## config.mk

```make
export PLATFORM = sky130hd
export DESIGN_NAME = fat16_volume_mount_parser_unit
export DESIGN_NICKNAME = d
export VERILOG_FILES = /design/src/rtl/core/fvm_pkg.sv /design/src/rtl/core/fvm_capture.sv /design/src/rtl/core/fvm_out.sv /design/src/rtl/core/fat16_volume_mount_parser_unit.sv
export VERILOG_INCLUDE_DIRS = /design/src /design/src/rtl/core
export SDC_FILE = /design/constraint.sdc
export NUM_CORES = 1
export LEC_CHECK = 0
export BUFFER_PORTS_ARGS = -buffer_cell sky130_fd_sc_hd__buf_2
export CORE_MARGIN = 1
export CORE_UTILIZATION = 55
export CTS_BUF_LIST = sky130_fd_sc_hd__clkbuf_4 sky130_fd_sc_hd__clkbuf_8
export DETAILED_ROUTE_END_ITERATION = 10
export GPL_ROUTABILITY_DRIVEN = 0
export PLACE_DENSITY = 0.74
export SYNTH_ARGS = -nofsm -noshare
export SYNTH_HDL_FRONTEND = slang
export SYNTH_SLANG_ARGS = --single-unit
```

## constraint.sdc

```tcl
create_clock -name clk_i -period 12.5 [get_ports clk_i]
set_input_delay 0.625 -clock clk_i [delete_from_list [all_inputs] [get_ports clk_i]]
set_output_delay 0.625 -clock clk_i [all_outputs]
set_load 0.02 [all_outputs]
```

## src/rtl/core/fat16_volume_mount_parser_unit_macros.svh

```systemverilog
// ---------------------------------------------------------------------------
// fat16_volume_mount_parser_unit_macros.svh
// Assertion macros shared by the mount parser RTL.
// ---------------------------------------------------------------------------
`ifndef FAT16_VOLUME_MOUNT_PARSER_UNIT_MACROS_SVH
`define FAT16_VOLUME_MOUNT_PARSER_UNIT_MACROS_SVH

`ifndef SYNTHESIS
// Clocked property, checked outside reset
`define FVM_ASSERT(lbl, prop, msg) \
  lbl: assert property (@(posedge clk_i) disable iff (!rst_ni) (prop)) else $error(msg);
// Condition that must never hold at a clock edge
`define FVM_ASSERT_NEVER(lbl, cond, msg) \
  `FVM_ASSERT(lbl, !(cond), msg)
`else
`define FVM_ASSERT(lbl, prop, msg)
`define FVM_ASSERT_NEVER(lbl, cond, msg)
`endif

`endif

```

## src/rtl/core/fvm_pkg.sv

```systemverilog
// ---------------------------------------------------------------------------
// fvm_pkg
// Types, codes and constants of the FAT16 volume mount parser.
// ---------------------------------------------------------------------------
package fvm_pkg;

  // request codes on the input beat
  localparam logic [1:0] ReqStart = 2'd0;
  localparam logic [1:0] ReqData  = 2'd1;
  localparam logic [1:0] ReqError = 2'd2;

  // result codes on the output beat
  localparam logic [1:0] KindRead   = 2'd0;
  localparam logic [1:0] KindMount  = 2'd1;
  localparam logic [1:0] KindFailed = 2'd2;

  // sector byte positions
  localparam logic [8:0] IdxJump     = 9'd0;
  localparam logic [8:0] IdxBpsLo    = 9'd11;
  localparam logic [8:0] IdxBpsHi    = 9'd12;
  localparam logic [8:0] IdxCluster  = 9'd13;
  localparam logic [8:0] IdxRsvLo    = 9'd14;
  localparam logic [8:0] IdxRsvHi    = 9'd15;
  localparam logic [8:0] IdxCopies   = 9'd16;
  localparam logic [8:0] IdxRootLo   = 9'd17;
  localparam logic [8:0] IdxRootHi   = 9'd18;
  localparam logic [8:0] IdxSpfLo    = 9'd22;
  localparam logic [8:0] IdxSpfHi    = 9'd23;
  localparam logic [8:0] IdxTag      = 9'h036;
  localparam logic [8:0] IdxTagEnd   = 9'h03e;
  localparam logic [8:0] IdxPart     = 9'h1c6;
  localparam logic [8:0] IdxPartEnd  = 9'h1ca;
  localparam logic [8:0] IdxSigLo    = 9'd510;
  localparam logic [8:0] IdxLast     = 9'd511;

  localparam logic [15:0] SigBoot    = 16'haa55;
  localparam logic [15:0] SigSwapped = 16'h55aa;
  localparam logic [7:0]  JmpNear    = 8'he9;
  localparam logic [7:0]  JmpShort   = 8'heb;
  localparam logic [15:0] Bps512     = 16'h0200;

  typedef enum logic [2:0] {
    PH_IDLE    = 3'b001,
    PH_SECTOR0 = 3'b010,
    PH_BOOT    = 3'b100
  } phase_e;

  // one input beat
  typedef struct packed {
    logic [1:0] req;
    logic [7:0] value;
    logic [8:0] index;
  } item_t;

  // fields captured from the sector being read
  typedef struct packed {
    logic [31:0] part_lba;
    logic        tag_match;
    logic [7:0]  jump;
    logic [15:0] bps;
    logic [7:0]  cluster;
    logic [15:0] reserved;
    logic [7:0]  copies;
    logic [15:0] root_entries;
    logic [15:0] spf;
    logic [15:0] sig;
  } cap_t;

  localparam cap_t CapClear = '{
    part_lba: 32'd0, tag_match: 1'b1, jump: 8'd0, bps: 16'd0, cluster: 8'd0,
    reserved: 16'd0, copies: 8'd0, root_entries: 16'd0, spf: 16'd0, sig: 16'd0
  };

  // one result beat
  typedef struct packed {
    logic        valid;
    logic [1:0]  kind;
    logic [31:0] read_lba;
    logic [7:0]  cluster_sectors;
    logic [31:0] fat_start_lba;
    logic [31:0] root_start_lba;
    logic [12:0] root_dir_sectors;
    logic [31:0] data_start_lba;
  } result_t;

  // expected name tag "FAT16   ", byte k of it
  function automatic logic [7:0] tag_byte(input logic [2:0] k);
    logic [7:0] b;
    case (k)
      3'd0:    b = 8'h46;
      3'd1:    b = 8'h41;
      3'd2:    b = 8'h54;
      3'd3:    b = 8'h31;
      3'd4:    b = 8'h36;
      default: b = 8'h20;
    endcase
    return b;
  endfunction

endpackage

```

## src/rtl/core/fvm_capture.sv

```systemverilog
// ---------------------------------------------------------------------------
// fvm_capture
// Mount sequencing, field capture and volume layout for one beat a cycle while fire_i is high.
// ---------------------------------------------------------------------------
`include "fat16_volume_mount_parser_unit_macros.svh"

module fvm_capture (
  input  logic             clk_i,
  input  logic             rst_ni,
  input  logic             fire_i,   // item in the input register is processed
  input  fvm_pkg::item_t   item_i,
  output fvm_pkg::result_t res_o
);

  fvm_pkg::phase_e phase_q, phase_d;
  logic [31:0]     base_q, base_d;
  fvm_pkg::cap_t   cap_q, cap_d;

  // layout partials, kept current with the captured fields
  logic [31:0] fat_start_q;
  logic [23:0] prod_q;
  logic [12:0] rds_q;

  logic [31:0] root_start;
  logic [2:0]  tag_k;
  logic [1:0]  part_lane;
  logic        boot_ok;

  assign tag_k      = 3'(item_i.index - fvm_pkg::IdxTag);
  assign part_lane  = 2'(item_i.index - fvm_pkg::IdxPart);
  assign root_start = fat_start_q + {8'd0, prod_q};

  // next state and result
  always_comb begin
    phase_d = phase_q;
    base_d  = base_q;
    cap_d   = cap_q;
    res_o   = '0;
    boot_ok = 1'b0;
    if (fire_i) begin
      case (item_i.req)
        fvm_pkg::ReqStart: begin
          phase_d     = fvm_pkg::PH_SECTOR0;
          base_d      = 32'd0;
          cap_d       = fvm_pkg::CapClear;
          res_o.valid = 1'b1;
          res_o.kind  = fvm_pkg::KindRead;
        end
        fvm_pkg::ReqData: begin
          if (phase_q != fvm_pkg::PH_IDLE) begin
            // capture the byte
            if (item_i.index == fvm_pkg::IdxJump) cap_d.jump = item_i.value;
            else if (item_i.index == fvm_pkg::IdxBpsLo) cap_d.bps[7:0] = item_i.value;
            else if (item_i.index == fvm_pkg::IdxBpsHi) cap_d.bps[15:8] = item_i.value;
            else if (item_i.index == fvm_pkg::IdxCluster) cap_d.cluster = item_i.value;
            else if (item_i.index == fvm_pkg::IdxRsvLo) cap_d.reserved[7:0] = item_i.value;
            else if (item_i.index == fvm_pkg::IdxRsvHi) cap_d.reserved[15:8] = item_i.value;
            else if (item_i.index == fvm_pkg::IdxCopies) cap_d.copies = item_i.value;
            else if (item_i.index == fvm_pkg::IdxRootLo) cap_d.root_entries[7:0] = item_i.value;
            else if (item_i.index == fvm_pkg::IdxRootHi) cap_d.root_entries[15:8] = item_i.value;
            else if (item_i.index == fvm_pkg::IdxSpfLo) cap_d.spf[7:0] = item_i.value;
            else if (item_i.index == fvm_pkg::IdxSpfHi) cap_d.spf[15:8] = item_i.value;
            else if (item_i.index >= fvm_pkg::IdxTag && item_i.index < fvm_pkg::IdxTagEnd) begin
              if (item_i.value != fvm_pkg::tag_byte(tag_k)) cap_d.tag_match = 1'b0;
            end else if (item_i.index >= fvm_pkg::IdxPart &&
                         item_i.index < fvm_pkg::IdxPartEnd) begin
              case (part_lane)
                2'd0:    cap_d.part_lba[7:0]   = item_i.value;
                2'd1:    cap_d.part_lba[15:8]  = item_i.value;
                2'd2:    cap_d.part_lba[23:16] = item_i.value;
                default: cap_d.part_lba[31:24] = item_i.value;
              endcase
            end else if (item_i.index == fvm_pkg::IdxSigLo) cap_d.sig[7:0] = item_i.value;
            else if (item_i.index == fvm_pkg::IdxLast) cap_d.sig[15:8] = item_i.value;

            // end of sector
            if (item_i.index == fvm_pkg::IdxLast) begin
              res_o.valid = 1'b1;
              if (phase_q == fvm_pkg::PH_SECTOR0 && !cap_d.tag_match) begin
                if (cap_d.sig == fvm_pkg::SigBoot || cap_d.sig == fvm_pkg::SigSwapped) begin
                  // partition table: go read the partition boot sector
                  phase_d        = fvm_pkg::PH_BOOT;
                  base_d         = cap_d.part_lba;
                  res_o.kind     = fvm_pkg::KindRead;
                  res_o.read_lba = cap_d.part_lba;
                  cap_d          = fvm_pkg::CapClear;
                end else begin
                  phase_d    = fvm_pkg::PH_IDLE;
                  res_o.kind = fvm_pkg::KindFailed;
                end
              end else begin
                phase_d = fvm_pkg::PH_IDLE;
                boot_ok = cap_d.tag_match && cap_d.sig == fvm_pkg::SigBoot &&
                          (cap_d.jump == fvm_pkg::JmpNear ||
                           cap_d.jump == fvm_pkg::JmpShort) &&
                          cap_d.bps == fvm_pkg::Bps512;
                if (boot_ok) begin
                  res_o.kind             = fvm_pkg::KindMount;
                  res_o.cluster_sectors  = cap_d.cluster;
                  res_o.fat_start_lba    = fat_start_q;
                  res_o.root_start_lba   = root_start;
                  res_o.root_dir_sectors = rds_q;
                  res_o.data_start_lba   = root_start + {19'd0, rds_q};
                end else begin
                  res_o.kind = fvm_pkg::KindFailed;
                end
              end
            end
          end
        end
        fvm_pkg::ReqError: begin
          if (phase_q != fvm_pkg::PH_IDLE) begin
            phase_d     = fvm_pkg::PH_IDLE;
            res_o.valid = 1'b1;
            res_o.kind  = fvm_pkg::KindFailed;
          end
        end
        default: ;
      endcase
    end
  end

  // control and captured state
  always_ff @(posedge clk_i or negedge rst_ni) begin
    if (!rst_ni) begin
      phase_q <= fvm_pkg::PH_IDLE;
      base_q  <= 32'd0;
      cap_q   <= fvm_pkg::CapClear;
    end else begin
      phase_q <= phase_d;
      base_q  <= base_d;
      cap_q   <= cap_d;
    end
  end

  // layout partials from the next captured values; byte 511 touches them only on an MBR hop
  always_ff @(posedge clk_i) begin
    fat_start_q <= base_d + {16'd0, cap_d.reserved};
    prod_q      <= cap_d.copies * cap_d.spf;
    rds_q       <= 13'(({1'b0, cap_d.root_entries} + 17'd15) >> 4);
  end

  `FVM_ASSERT(a_start_reads_zero, fire_i && item_i.req == fvm_pkg::ReqStart |-> res_o.valid && res_o.kind == fvm_pkg::KindRead && res_o.read_lba == 32'd0, "start must request sector zero")
  `FVM_ASSERT(a_final_goes_idle, fire_i && res_o.valid && (res_o.kind == fvm_pkg::KindMount || res_o.kind == fvm_pkg::KindFailed) |=> phase_q == fvm_pkg::PH_IDLE, "final result must leave the parser idle")
  `FVM_ASSERT(a_part_sets_base, fire_i && res_o.valid && res_o.kind == fvm_pkg::KindRead && item_i.req == fvm_pkg::ReqData |=> phase_q == fvm_pkg::PH_BOOT && base_q == $past(res_o.read_lba), "partition request must set base and boot phase")

endmodule

```

## src/rtl/core/fvm_out.sv

```systemverilog
// ---------------------------------------------------------------------------
// fvm_out
// Result register and output beat packing.
// ---------------------------------------------------------------------------
module fvm_out (
  input  logic             clk_i,
  input  logic             rst_ni,
  input  fvm_pkg::result_t res_i,     // valid only on a processed item
  output logic             ready_o,   // register free this cycle
  output logic             m_axis_tvalid,
  input  logic             m_axis_tready,
  output logic [151:0]     m_axis_tdata,
  output logic [1:0]       m_axis_tuser
);

  logic             valid_q;
  fvm_pkg::result_t res_q;

  assign ready_o = !valid_q || m_axis_tready;

  // valid flag
  always_ff @(posedge clk_i or negedge rst_ni) begin
    if (!rst_ni) begin
      valid_q <= 1'b0;
    end else if (ready_o) begin
      valid_q <= res_i.valid;
    end
  end

  // payload
  always_ff @(posedge clk_i) begin
    if (ready_o && res_i.valid) begin
      res_q <= res_i;
    end
  end

  assign m_axis_tvalid = valid_q;
  assign m_axis_tuser  = res_q.kind;
  assign m_axis_tdata  = {3'd0, res_q.data_start_lba, res_q.root_dir_sectors,
                          res_q.root_start_lba, res_q.fat_start_lba,
                          res_q.cluster_sectors, res_q.read_lba};

endmodule

```

## src/rtl/core/fat16_volume_mount_parser_unit.sv

```systemverilog
// ---------------------------------------------------------------------------
// fat16_volume_mount_parser_unit
// Mounts a FAT16 volume from streamed sector bytes: requests sectors, parses
// the MBR and boot sector, and reports the volume layout or a failure.
//
//   channel  dir  tdata                                         tuser
//   s_axis   in   [7:0] byte_value, [16:8] byte_index          req_type
//   m_axis   out  [31:0] read_lba, [39:32] cluster_sectors,     result_kind
//                 [71:40] fat_start_lba, [103:72] root_start_lba,
//                 [116:104] root_dir_sectors, [148:117] data_start_lba
//
// One beat per cycle sustained while m_axis is ready. The input register takes a
// beat, and its parse lands in the result register once that register is free,
// from where the result is offered on m_axis.
// A stalled output holds its result; the input register still takes one more
// beat, and the input stalls only when that one also waits on the output.
// Reset is asynchronous, active low, and leaves the parser idle.
// ---------------------------------------------------------------------------
`include "fat16_volume_mount_parser_unit_macros.svh"

module fat16_volume_mount_parser_unit (
  input  logic         clk_i,
  input  logic         rst_ni,
  input  logic         s_axis_tvalid,
  output logic         s_axis_tready,
  input  logic [23:0]  s_axis_tdata,   // [7:0] byte_value, [16:8] byte_index
  input  logic [1:0]   s_axis_tuser,   // [1:0] req_type
  output logic         m_axis_tvalid,
  input  logic         m_axis_tready,
  output logic [151:0] m_axis_tdata,   // read_lba, cluster_sectors, fat_start_lba,
                                       // root_start_lba, root_dir_sectors,
                                       // data_start_lba (low bits first)
  output logic [1:0]   m_axis_tuser    // [1:0] result_kind
);

  logic             in_valid_q;
  fvm_pkg::item_t   item_q;
  logic             out_ready;
  logic             fire;
  fvm_pkg::result_t res;

  assign fire          = in_valid_q && out_ready;
  assign s_axis_tready = !in_valid_q || out_ready;

  // input register
  always_ff @(posedge clk_i or negedge rst_ni) begin
    if (!rst_ni) begin
      in_valid_q <= 1'b0;
    end else if (s_axis_tready) begin
      in_valid_q <= s_axis_tvalid;
    end
  end

  always_ff @(posedge clk_i) begin
    if (s_axis_tvalid && s_axis_tready) begin
      item_q <= '{req: s_axis_tuser, value: s_axis_tdata[7:0],
                  index: s_axis_tdata[16:8]};
    end
  end

  fvm_capture u_capture (
    .clk_i  (clk_i),
    .rst_ni (rst_ni),
    .fire_i (fire),
    .item_i (item_q),
    .res_o  (res)
  );

  fvm_out u_out (
    .clk_i         (clk_i),
    .rst_ni        (rst_ni),
    .res_i         (res),
    .ready_o       (out_ready),
    .m_axis_tvalid (m_axis_tvalid),
    .m_axis_tready (m_axis_tready),
    .m_axis_tdata  (m_axis_tdata),
    .m_axis_tuser  (m_axis_tuser)
  );

  `FVM_ASSERT(a_stall_backs_up, in_valid_q && m_axis_tvalid && !m_axis_tready |-> !s_axis_tready && !fire, "input must stall when both stages are held")
  `FVM_ASSERT_NEVER(a_no_fire_empty, fire && !in_valid_q, "processing without an item")

endmodule

```

==> results of run 1 <==
state kept, by name (all words and copies together) (netlist names):
signal                 cells
u_out.m_axis_tuser         2
u_capture.cap_q          136
u_capture.base_q          32
in_valid_q                 1
u_capture.rds_q           13
u_capture.phase_q          3
u_capture.fat_start_q     32
u_out.m_axis_tdata       149
u_capture.prod_q          24
item_q                    19
u_out.m_axis_tvalid        1
layout by cell type (no fill, tap or decap), types with 14 or more instances in the layout:
cell type  synthesis  layout
a22oi_1           25      25
nand4_1           15      15
edfxtp_1         170     170
buf_4              6      24
nor3_1            46      45
nor4_1            15      15
fa_1              87      87
dfrtp_1          171     171
nand2_1          165     165
xnor2_1           77      77
ha_1             103     103
a22o_1            83      83
inv_1            179     178
clkbuf_8           0      81
o21ai_0           56      56
nor2_1           244     244
a21o_1            34      34
a21oi_1           70      70
nand3_1           30      30
nor2b_1           24      24
buf_2             11     174
dfxtp_1           69      69
clkbuf_4           0      18
mux2i_1           40      40
and3_1            14      14
and2_1            78      78
xor2_1            28      28
metrics by stage:
| stage | util, % | area [sq um] | setup slack [ns] | power, mW | instances |
|---|---|---|---|---|---|
| 2_1_floorplan | - | 22700 | 4.54 | 1.67 | 2140 |
| 3_3_place_gp | 59.0 | 24100 | 2.60 | 1.76 | 2783 |
| 3_5_place_dp | 59.0 | 24100 | 2.46 | 1.77 | 2783 |
| 4_1_cts | 62.5 | 25500 | 2.46 | 2.99 | 2904 |
| 5_1_grt | 62.5 | 25500 | 1.53 | 3.08 | 2904 |
| 6_report | 62.5 | 25500 | 2.30 | 2.97 | 2904 |
Yosys cell counts (56+ instances only):
cell type / count / area share [%]
o21ai_0: 56 / 1.2
nand2_1: 165 / 2.7
dfxtp_1: 69 / 6.1
dfrtp_1: 171 / 19
edfxtp_1: 170 / 22
inv_1: 179 / 3.0
a21oi_1: 70 / 1.5
and2_1: 78 / 2.1
ha_1: 103 / 5.7
clkbuf_1: 67 / 1.1
xnor2_1: 77 / 3.0
nor2_1: 244 / 4.0
fa_1: 87 / 7.7
a22o_1: 83 / 3.2
cell families (layout without fill, tap and decap cells):
logic type,Yosys count,in the layout
muxes,48,48
adders and majority gates,190,190
and+or+nand+nor,719,719
buffers and inverters,273,505
xor gates and xnor gates,105,105
other,1,3
DFF,412,412
AOI/OAI and AO/OA,390,390
worst max path at each step:
stage / slack [ns] / start / to
after floorplan: 4.54 / item_q[1] / u_capture.prod_q[22]
after global placement: 2.60 / item_q[1] / u_capture.prod_q[22]
after detailed placement: 2.46 / item_q[1] / u_capture.prod_q[22]
after CTS: 2.46 / item_q[1] / u_capture.prod_q[22]
after global routing: 1.53 / item_q[1] / u_capture.prod_q[22]
final: 2.30 / item_q[1] / u_capture.prod_q[22]
layer usage:
| metal | GRT usage, % | vias up |
|---|---|---|
| met2 | 43.2 | 658 |
| met4 | 11.2 | 0 |
| li1 | - | 7788 |
| met3 | 4.31 | 126 |
| met5 | 0 | - |
| met1 | 37.6 | 8332 |
final cells by class:
type / count / area (sq um) / area share, %
Clock inverter: 22 / 165 / 0.647
Multi-Input combinational cell: 1455 / 10900 / 42.6
Sequential cell: 412 / 10800 / 42.4
Inverter: 185 / 699 / 2.74
Timing Repair Buffer: 199 / 1060 / 4.16
Tap cell: 532 / 666 / 2.61
Clock buffer: 99 / 1250 / 4.90
worst reg2reg max path, delay by kind of cell (launching register included):
family	cells	cell delay, ns
muxes	1	0.23
xor gates and xnor gates	1	0.13
DFF	1	0.62
adders and majority gates	5	2.21
and+or+nand+nor	6	2.66
buffers and inverters	5	0.88
AOI/OAI and AO/OA	11	3.43
power breakdown:
group          switching (mW)  internal (mW)  leakage, nW
clock                   0.547          0.686        0.750
sequential             0.0286           1.46         4.47
combinational           0.181         0.0650         6.13
total                   0.756           2.22         11.3
==> impl_results.md, run 1 <==
- Status: completed
- Seq/Total Area, Yosys: 47.6%
- Worst vdd ir: 0.0000595 V
- CTS Buf Count: 67
- Input/output buffers: 175
- Skew-Pair Late Insertion Delay: 0.61 ns
- Compound-Gate Fraction of Synth Area: 12.5%
- Largest net degree at the start of global routing: 112
- CTS tree: done
- LEAKAGE: 11.3 nW
- Critical Path Max Stage Delay: 0.94 ns
- Number of distinct library cells after synthesis: 95
- Top delay family on crit path: compound AO/OA/AOI/OAI gates
- IO Pins: 186
- Die area: 42100 sq um
- Layout area overhead: 12.3%
- Critical path peak fanout: 27
- DR top layer: met4
- Final ANT Viol Nets: 0
- Syn Inst Count: 2138
- DRC viols: 0
- Cts hold-fix bufs: 0
- Max Clk Rate: 98.0 MHz
- Power Dens Cells: 116 nW/um^2
- Share of flip-flops with an asynchronous set or reset: 42.0%
- Worst r2r dst: u_capture.prod_q[22]
- Area of the mapped netlist: 22700 sq um
- Via count: 16.9k
- Reg2reg start: item_q[1]
- Vias in the first global route: 16.9k
- Layout Nets: 2540
- Row count: 74
- Critical path depth in cells: 29
- Syn Area/Cell: 10.6 sq um
- Clk_skew: 0.0308 ns
- Main flop type after synthesis: dfrtp_1
- CP Launch Type: flip-flop
- CP required: 13.04 ns
- Post-CTS sizing: 0
- Setup Buffers After CTS: 0
- Final TNS setup: 0 ns
- Met3 routed WL: 4030 um
- Iteration count of the initial detailed-routing pass: 5
- Worst-margin pin slew: 1.24 ns
- Synth warnings: 0
- CP arrival: 10.74 ns
- Diode count: 0
- CTS clk-pin slew, worst paths: 0.07 ns
- Max-slew headroom: 16.9%
- Routed WL: 55900 um
- First-pass GRT wire length: 89400 um
- Max-slew violation count: 0
- Root buffer cell: clkbuf_8
- FF+latch count, synth: 412
- Detailed Place HPWL: 40100 um
- Total Routing Usage GR: 27.3%
- Min-delay worst type: primary input to asynchronous set/reset pin
- Initial antenna violation count: 0
- Wl on met1: 24200 um
- Filler cells: 3247
- Critical path endpoint category: flip-flop
- Total grt overflow: 0
- Slowest CP cell: a22oi_1
- Hold WS: 0.134 ns
- Unrepaired setup endpoints after global routing: no
- Adder-cell share of the synthesized area: 13.3%
- Clk buf depth: 3
- Final period utilization: 81.6%
- Die width: 205 um
- Main combinational cell family by area after synthesis: simple AND/OR/NAND/NOR gates
- R2R depth: 29
- Core Region: 40800 sq um
- Mux cell area share after synthesis: 2.22%
- CP bufs+invs: 5
- CTS Sinks: 412
- Maxcap violations: 0
- Final hold violations: 0
- Met2 WL: 25700 um
- Crit Path Category: flip-flop to flip-flop
- Final Critical Period: 10.20 ns
- Starting Density: 55.7%
- Final setup fails: 0
- Number of flops mapped to enable cells by yosys: 170
- WL/cell: 19.3 um
- DR iter-0 viols: 1057
- Simple-gate share of the synthesized area: 15.6%
- Vias per cell: 5.82
- R2R setup slack: 2.30 ns
- Die Y: 205 um
- H-tree level count: 3
- Share of cells above drive strength 1: 15.9%
- Post-synthesis xor/xnor area fraction: 4.05%
(Power assumes the default switching activity.)
==> run 2, diff against run 1 <==
--- a/config.mk
+++ b/config.mk
@@ -12,7 +12,7 @@
 export CTS_BUF_LIST = sky130_fd_sc_hd__clkbuf_4 sky130_fd_sc_hd__clkbuf_8
 export DETAILED_ROUTE_END_ITERATION = 10
 export GPL_ROUTABILITY_DRIVEN = 0
-export PLACE_DENSITY = 0.74
+export PLACE_DENSITY = 0.77
 export SYNTH_ARGS = -nofsm -noshare
 export SYNTH_HDL_FRONTEND = slang
 export SYNTH_SLANG_ARGS = --single-unit
==> constraint.sdc (replaced) <==
create_clock -name clk_i -period 8.7 [get_ports clk_i]
set_input_delay 0.435 -clock clk_i [delete_from_list [all_inputs] [get_ports clk_i]]
set_output_delay 0.435 -clock clk_i [all_outputs]
set_load 0.02 [all_outputs]
==> run 2 against run 1 <==
Against the previous run: first-iteration DRC count grew 67%; worst hold slack lost 0.11 ns; global-route usage grew 0.96 points; via count grew 3.3%; clock power grew 43%; critical path depth grew 1; sequential share of layout area shrank 0.95 points; die area is the same; wire length grew 4.9%; register-to-register slack lost 1.9 ns; setup slack lost 1.9 ns; utilization grew 1.4 points; critical path type unchanged; largest power group unchanged; highest routed layer unchanged.
==> impl_results.md, run 2 (same netlist as run 1, synthesis figures left out) <==
- Input/output buffers: 175 (unchanged)
- Total grt overflow: 0 (unchanged)
- Multi-input logic area: 10900 sq um (+0.28%)
- Top delay family on crit path: adder cells
- Core Region: 40800 sq um (unchanged)
- Worst vdd ir: 0.000115 V (+93%)
- Max-slew headroom: 20.5% (+3.6 points)
- Final setup fails: 0 (unchanged)
- DR iter-0 viols: 1766 (+67%)
- Worst Hold Launch: s_axis_tdata[5]
- Final hold violations: 0 (unchanged)
- Largest net degree at the start of global routing: 102 (-8.9%)
- Pwr Total: 4.28 mW (+44%)
- Max-slew violation count: 0 (unchanged)
- P_int: 3.18 mW (+44%)
- Clk buf depth: 3 (unchanged)
- Total Routing Usage GR: 28.3% (+0.96 points)
- CTS Sinks: 412 (unchanged)
- CP required: 9.20 ns (-3.84 ns)
- Final Critical Period: 8.32 ns (-1.88 ns)
- Hold Path Cell Cnt: 1
- Critical path endpoint category: flip-flop
- Largest register FFs: 149 (unchanged)
- R2R depth: 30 (+3.4%)
- CTS clk-pin slew, worst paths: 0.06 ns (about the same)
- Maxcap violations: 0 (unchanged)
- Filler cells: 3085 (-5.0%)
- Flop pwr share: 50.4% (+0.2 points)
- CTS tree: done
- Layout Nets: 2604 (+2.5%)
- Die width: 205 um (unchanged)
- CP Launch Type: flip-flop
- Clock power share: 41.2% (-0.3 points)
- Critical Path Max Stage Delay: 0.70 ns (-0.24 ns)
- Hold path endpoint: item_q[14]
- Setup ws final: 0.383 ns (-1.92 ns)
- Power Dens Cells: 164 nW/um^2 (+41%)
- H-tree level count: 3 (unchanged)
- Most used cell along the critical path: inv_1
- CP arrival: 8.81 ns (-1.93 ns)
- Commonest non-fill, non-tap cells in the layout: nor2_1, inv_1, buf_2
- Vias per cell: 5.88 (+1.1%)
- Max Clk Rate: 120 MHz (+23%)
- Die area: 42100 sq um (unchanged)
- Reg2reg start: item_q[1]
- Pre-CTS WS: 0.231 ns (-2.23 ns)
- Clk_skew: 0.0337 ns (+0.00289 ns)
- Skew-Pair Late Insertion Delay: 0.60 ns (about the same)
- Min-delay worst type: primary input to flip-flop
- WL/cell: 19.8 um (+2.7%)
- Critical path depth in cells: 30 (+3.4%)
- Final period utilization: 95.6% (+14 points)
- Commonest non-fill, non-tap cell in the layout: nor2_1
- Gate power share: 8.5% (+0.2 points)
- Register Area: 10800 sq um (unchanged)
- Worst-margin pin slew: 1.19 ns (-0.0490 ns)
- CTS Buf Count: 66 (-1.5%)
- CP bufs+invs: 6 (+1)
- Detailed Place HPWL: 42800 um (+6.8%)
- Post-Place Cell Area: 24500 sq um (+1.5%)
- Sw power: 1.10 mW (+45%)
- Root buffer cell: clkbuf_8
- Row count: 74 (unchanged)
- Status: completed
- IO Pins: 186 (unchanged)
- LEAKAGE: 11.7 nW (+2.8%)
- Iteration count of the initial detailed-routing pass: 6 (+1)
- Net Sw Frac: 25.7% (+0.24 points)
- R2R setup slack: 0.38 ns (-1.92 ns)
- Critical path peak fanout: 10 (-63%)
- Slowest CP cell: nor2b_1
- Crit Path Category: flip-flop to flip-flop
- First-pass GRT wire length: 92200 um (+3.1%)
- Routed WL: 58700 um (+4.9%)
- Initial antenna violation count: 0 (unchanged)
- DRC viols: 0 (unchanged)
- Via count: 17.5k (+3.3%)
- Share of cells above drive strength 1: 17.9% (+2.0 points)
- Finished Cell Area: 26100 sq um (+2.3%)
- Vias in the first global route: 17.2k (+1.8%)
- Final ANT Viol Nets: 0 (unchanged)
- Starting Density: 55.7% (unchanged)
- Final TNS setup: 0 ns (unchanged)
- Layout area overhead: 14.8%
- Die Y: 205 um (unchanged)
- Worst r2r dst: u_capture.prod_q[22]
- Diode count: 0 (unchanged)
- Hold WS: 0.0291 ns (-0.105 ns)
run 2: changes by cell type in the layout (fill, tap and decap cells not counted), moves of 2 or more:
cell	before	now
buf_4	24	70
dlygate4sd3_1	0	16
clkinv_1	9	4
buf_12	0	3
clkbuf_4	18	21
clkbuf_8	81	78
clkinv_2	7	9
nand2b_1	13	11
nand2b_2	0	2
o21ai_1	11	9
o21ai_2	0	2
run 2: worst max-delay path by stage:
stage / startpoint / endpoint / slack, ns
global route: item_q[2] / u_capture.prod_q[22] / -0.02
floorplan: item_q[1] / u_capture.prod_q[22] / 0.74
finish: item_q[1] / u_capture.prod_q[22] / 0.38
detailed placement: item_q[1] / u_capture.prod_q[22] / 0.23
global placement: item_q[1] / u_capture.prod_q[22] / 0.43
CTS: item_q[1] / u_capture.prod_q[23] / 0.15
run 2: layer usage:
metal  wire length, um  up-vias  GRT usage, %
met5                 0        -             0
met4              2150        0          12.0
met3              5190      163          5.59
met2             27300      882          45.8
met1             24000     8485          37.0
li1                  -     7931             -
run 2: through the flow:
stage               instances  utilization, %
detailed placement       2828            59.9
global placement         2828            59.9
global route             2968            63.9
CTS                      2964            63.8
finish                   2968            63.9
floorplan                2140               -
run 2: final cells by class:
class,count,share of cell area (%)
inverters,185,2.68
multi-input cells,1455,41.7
well taps,532,2.55
clock buffers,99,4.72
repair buffers,264,6.24
flip-flops and latches,412,41.4
clock inverters,21,0.657
run 2: repair_timing:
action,4_1_cts,5_1_grt
setup buffers,0,4
resized for setup,0,7
endpoints found under the setup margin,0,9
hold buffers,16,0
hold endpoints to repair,38,0
run 2: power groups by stage:
stage	Sequential [mW]	Clock (mW)	Combinational, mW
6_report	2.16	1.76	0.363
5_1_grt	2.16	1.87	0.391
4_1_cts	2.16	1.79	0.358
3_5_place_dp	2.19	0	0.351
3_3_place_gp	2.19	0	0.342
2_1_floorplan	2.24	0	0.166
==> run 3, diff against run 2 <==
--- a/config.mk
+++ b/config.mk
@@ -15,4 +15,5 @@
 export PLACE_DENSITY = 0.77
 export SYNTH_ARGS = -nofsm -noshare
 export SYNTH_HDL_FRONTEND = slang
+export SYNTH_HIERARCHICAL = 1
 export SYNTH_SLANG_ARGS = --single-unit
==> run 3 against run 2 <==
Against the previous run: the flow now finishes with violations (DRC); clock power rose by 4%; non-clock buffer count fell by 2; via count rose by 0.18%; clock skew rose by 0.012 ns; worst hold slack got worse by 0.0050 ns; setup slack improved by 0.27 ns; sequential power fell by 2%; first-iteration DRC count fell by 11%; fmax rose by 3.4%; die area rose by 1.3%; synthesized area rose by 1.3%; clock-buffer cell count did not move; critical path type unchanged; largest cell class unchanged.
==> impl_results.md, run 3 <==
- Critical Path Max Stage Delay: 0.54 ns (-0.16 ns)
- Sw power: 1.06 mW (-3.7%)
- Skew-Pair Late Insertion Delay: 0.65 ns (+0.05 ns)
- Pre-CTS WS: 0.599 ns (+0.368 ns)
- Clock power share: 43.1% (+1.9 points)
- Unrepaired setup endpoints after global routing: no
- Pwr Total: 4.24 mW (-1.0%)
- Synth top cells by count: nor2_1, inv_1, dfrtp_1
- Largest register FFs: 149 (unchanged)
- Core Region: 41000 sq um (+0.45%)
- Total Routing Usage GR: 28.1% (-0.14 points)
- Slowest CP cell: fa_1
- CP required: 9.25 ns (+0.05 ns)
- Max-slew headroom: 22.7% (+2.2 points)
- Final hold violations: 0 (unchanged)
- Flop pwr share: 49.9% (-0.5 points)
- Die Y: 207 um (+0.63%)
- DRC viols: 21 (+21)
- DR iter-0 viols: 1579 (-11%)
- Area of the mapped netlist: 23000 sq um (+1.3%)
- CTS clk-pin slew, worst paths: 0.07 ns (about the same)
- Syn Area/Cell: 10.8 sq um (+1.6%)
- Crit Path Category: flip-flop to flip-flop
- Final setup fails: 0 (unchanged)
- Clk_skew: 0.0461 ns (+0.0124 ns)
- Starting Density: 56.1% (+0.46 points)
- Most common cell in the netlist: nor2_1
- Setup ws final: 0.657 ns (+0.274 ns)
- Synth warnings: 6 (+6)
- Final TNS setup: 0 ns (unchanged)
- Die area: 42700 sq um (+1.3%)
- Status: finished, violations left
- Net Sw Frac: 25.0% (-0.70 points)
- Final period utilization: 92.4% (-3.2 points)
- Number of distinct library cells after synthesis: 112 (+18%)
- H-tree level count: 3 (unchanged)
- CTS Buf Count: 68 (+3.0%)
- Power Dens Cells: 161 nW/um^2 (-1.8%)
- Critical path peak fanout: 10 (unchanged)
- Worst vdd ir: 0.000124 V (+8.5%)
- FF+latch count, synth: 412 (unchanged)
- Post-Place Cell Area: 24600 sq um (+0.50%)
- Final Critical Period: 8.04 ns (-0.274 ns)
- Root buffer cell: clkbuf_8
- Syn Inst Count: 2131 (-0.33%)
- Max-slew violation count: 0 (unchanged)
- Die width: 207 um (+0.63%)
- Share of flip-flops with an asynchronous set or reset: 42.0% (unchanged)
- Total grt overflow: 0 (unchanged)
- Layout Nets: 2599 (-0.19%)
- Commonest non-fill, non-tap cells in the layout: nor2_1, inv_1, buf_2
- WL/cell: 19.6 um (-0.61%)
- CTS tree: done
- Number of flops mapped to enable cells by yosys: 170 (unchanged)
- Synth top area cells: edfxtp_1, dfrtp_1, fa_1
- Maxcap violations: 0 (unchanged)
- Min-delay worst type: primary input to flip-flop
- Gate power share: 7.1% (-1.4 points)
- Filler cells: 3131 (+1.5%)
- Vias in the first global route: 17.5k (+1.6%)
- Routed WL: 58300 um (-0.71%)
- Share of the synthesized area in the top cell type: 22.2% (-0.28 points)
- Max Clk Rate: 124 MHz (+3.4%)
- Iteration count of the initial detailed-routing pass: 9 (+3)
- CTS Sinks: 412 (unchanged)
- First-pass GRT wire length: 92500 um (+0.35%)
- Share of cells above drive strength 1: 18.3% (+0.43 points)
- Hold WS: 0.0241 ns (-0.00503 ns)
- IO Pins: 186 (unchanged)
- Commonest non-fill, non-tap cell in the layout: nor2_1
- Clk buf depth: 3 (unchanged)
- Via count: 17.5k (+0.18%)
- R2R depth: 30 (unchanged)
- Vias per cell: 5.90 (+0.28%)
- CP Launch Type: flip-flop
- Post-synth top area cell: edfxtp_1
- Final ANT Viol Nets: 0 (unchanged)
- Largest net degree at the start of global routing: 94 (-7.8%)
- Hold Path Cell Cnt: 2 (+1)
- Initial antenna violation count: 1 (+1)
- Seq/Total Area, Yosys: 47.0% (-0.60 points)
- Critical path endpoint category: flip-flop
- P_int: 3.18 mW (about the same)
- Failing checks: DRC
- LEAKAGE: 11.8 nW (+1.0%)
- Most used cell along the critical path: inv_1
- Diode count: 0 (unchanged)
- Worst-margin pin slew: 1.16 ns (-0.0282 ns)
- Row count: 74 (unchanged)
- Layout area overhead: 14.3%
- Input/output buffers: 175 (unchanged)
- CP arrival: 8.59 ns (-0.22 ns)
- Main flop type after synthesis: dfrtp_1
- Finished Cell Area: 26300 sq um (+0.81%)
- Detailed Place HPWL: 42400 um (-1.0%)
[run 3: cell count changes after synthesis, moves of 6 or more]
cell      change
o31ai_1       +8
buf_6         +6
nor2b_1      -10
nand2_1      -44
nor2_1        -6
o21a_1        +9
clkbuf_1     -18
a22oi_2       -7
a22o_1       +21
o211ai_1      -8
nor3_2        +6
[run 3: through the flow]
stage / util, % / instances
floorplan: - / 2133
global placement: 60.0 / 2817
detailed placement: 60.0 / 2817
CTS: 64.0 / 2961
global route: 64.2 / 2965
finish: 64.2 / 2965
[run 3: final cells by class]
class	instances	area (sq um)	share of cell area [%]
clock buffers	99	1230	4.68
clock inverters	25	248	0.942
inverters	185	694	2.64
multi-input cells	1450	11100	42.1
flip-flops and latches	412	10800	41.1
well taps	532	666	2.53
repair buffers	262	1590	6.02
[run 3: cell families (layout without fill, tap and decap cells)]
family          after synthesis  count (layout)  share of synthesized area, %
compound gates              422             422                          13.5
xor+xnor                    106             106                          4.03
fa+ha+maj                   191             191                          13.2
buf+inv                     271             571                          5.05
flops                       412             412                          47.0
mux                          46              46                          2.04
other cells                   1               3                        0.0163
simple gates                682             682                          15.2
[run 3: critical path, delay by kind of cell (launching register included)]
| family | cells | cell delay, ns |
|---|---|---|
| XOR/XNOR | 1 | 0.13 |
| buffers and inverters | 6 | 0.46 |
| AND/OR/NAND/NOR | 3 | 0.88 |
| AO/OA/AOI/OAI | 13 | 2.85 |
| adder cells (fa/ha/maj) | 7 | 3.12 |
| flip-flops | 1 | 0.48 |
[run 3: repair_timing]
action,CTS,global route
gates resized for setup,0,4
hold buffers,20,0
endpoints found under the hold margin,109,0
buffers inserted,0,4
setup endpoints to repair,0,5
[run 3: power by group through the flow]
stage / combinational [mW] / clock [mW] / sequential [mW]
3_5_place_dp: 0.285 / 0 / 2.15
4_1_cts: 0.293 / 1.86 / 2.12
3_3_place_gp: 0.280 / 0 / 2.15
2_1_floorplan: 0.117 / 0 / 2.20
6_report: 0.299 / 1.83 / 2.11
5_1_grt: 0.320 / 1.95 / 2.12
[run 3: metal layers]
layer | GRT usage, % | part of all wire, %
met1 | 36.6 | 41
met2 | 45.1 | 46
met5 | 0 | 0.022
met4 | 13.9 | 4.2
met3 | 5.48 | 8.2
[run 3: final timing paths]
kind	start	endpoint	slack (ns)
setup / recovery	item_q[2]	u_capture/prod_q[23]	0.66
hold / removal	s_axis_tvalid	in_valid_q	0.02
setup reg to reg	item_q[2]	u_capture/prod_q[23]	0.66
hold reg to reg	u_capture/base_q[31]	u_capture/base_q[31]	0.49
max in group asynchronous	rst_ni	u_capture/cap_q[54]	6.73
min in group asynchronous	rst_ni	u_capture/cap_q[81]	0.44
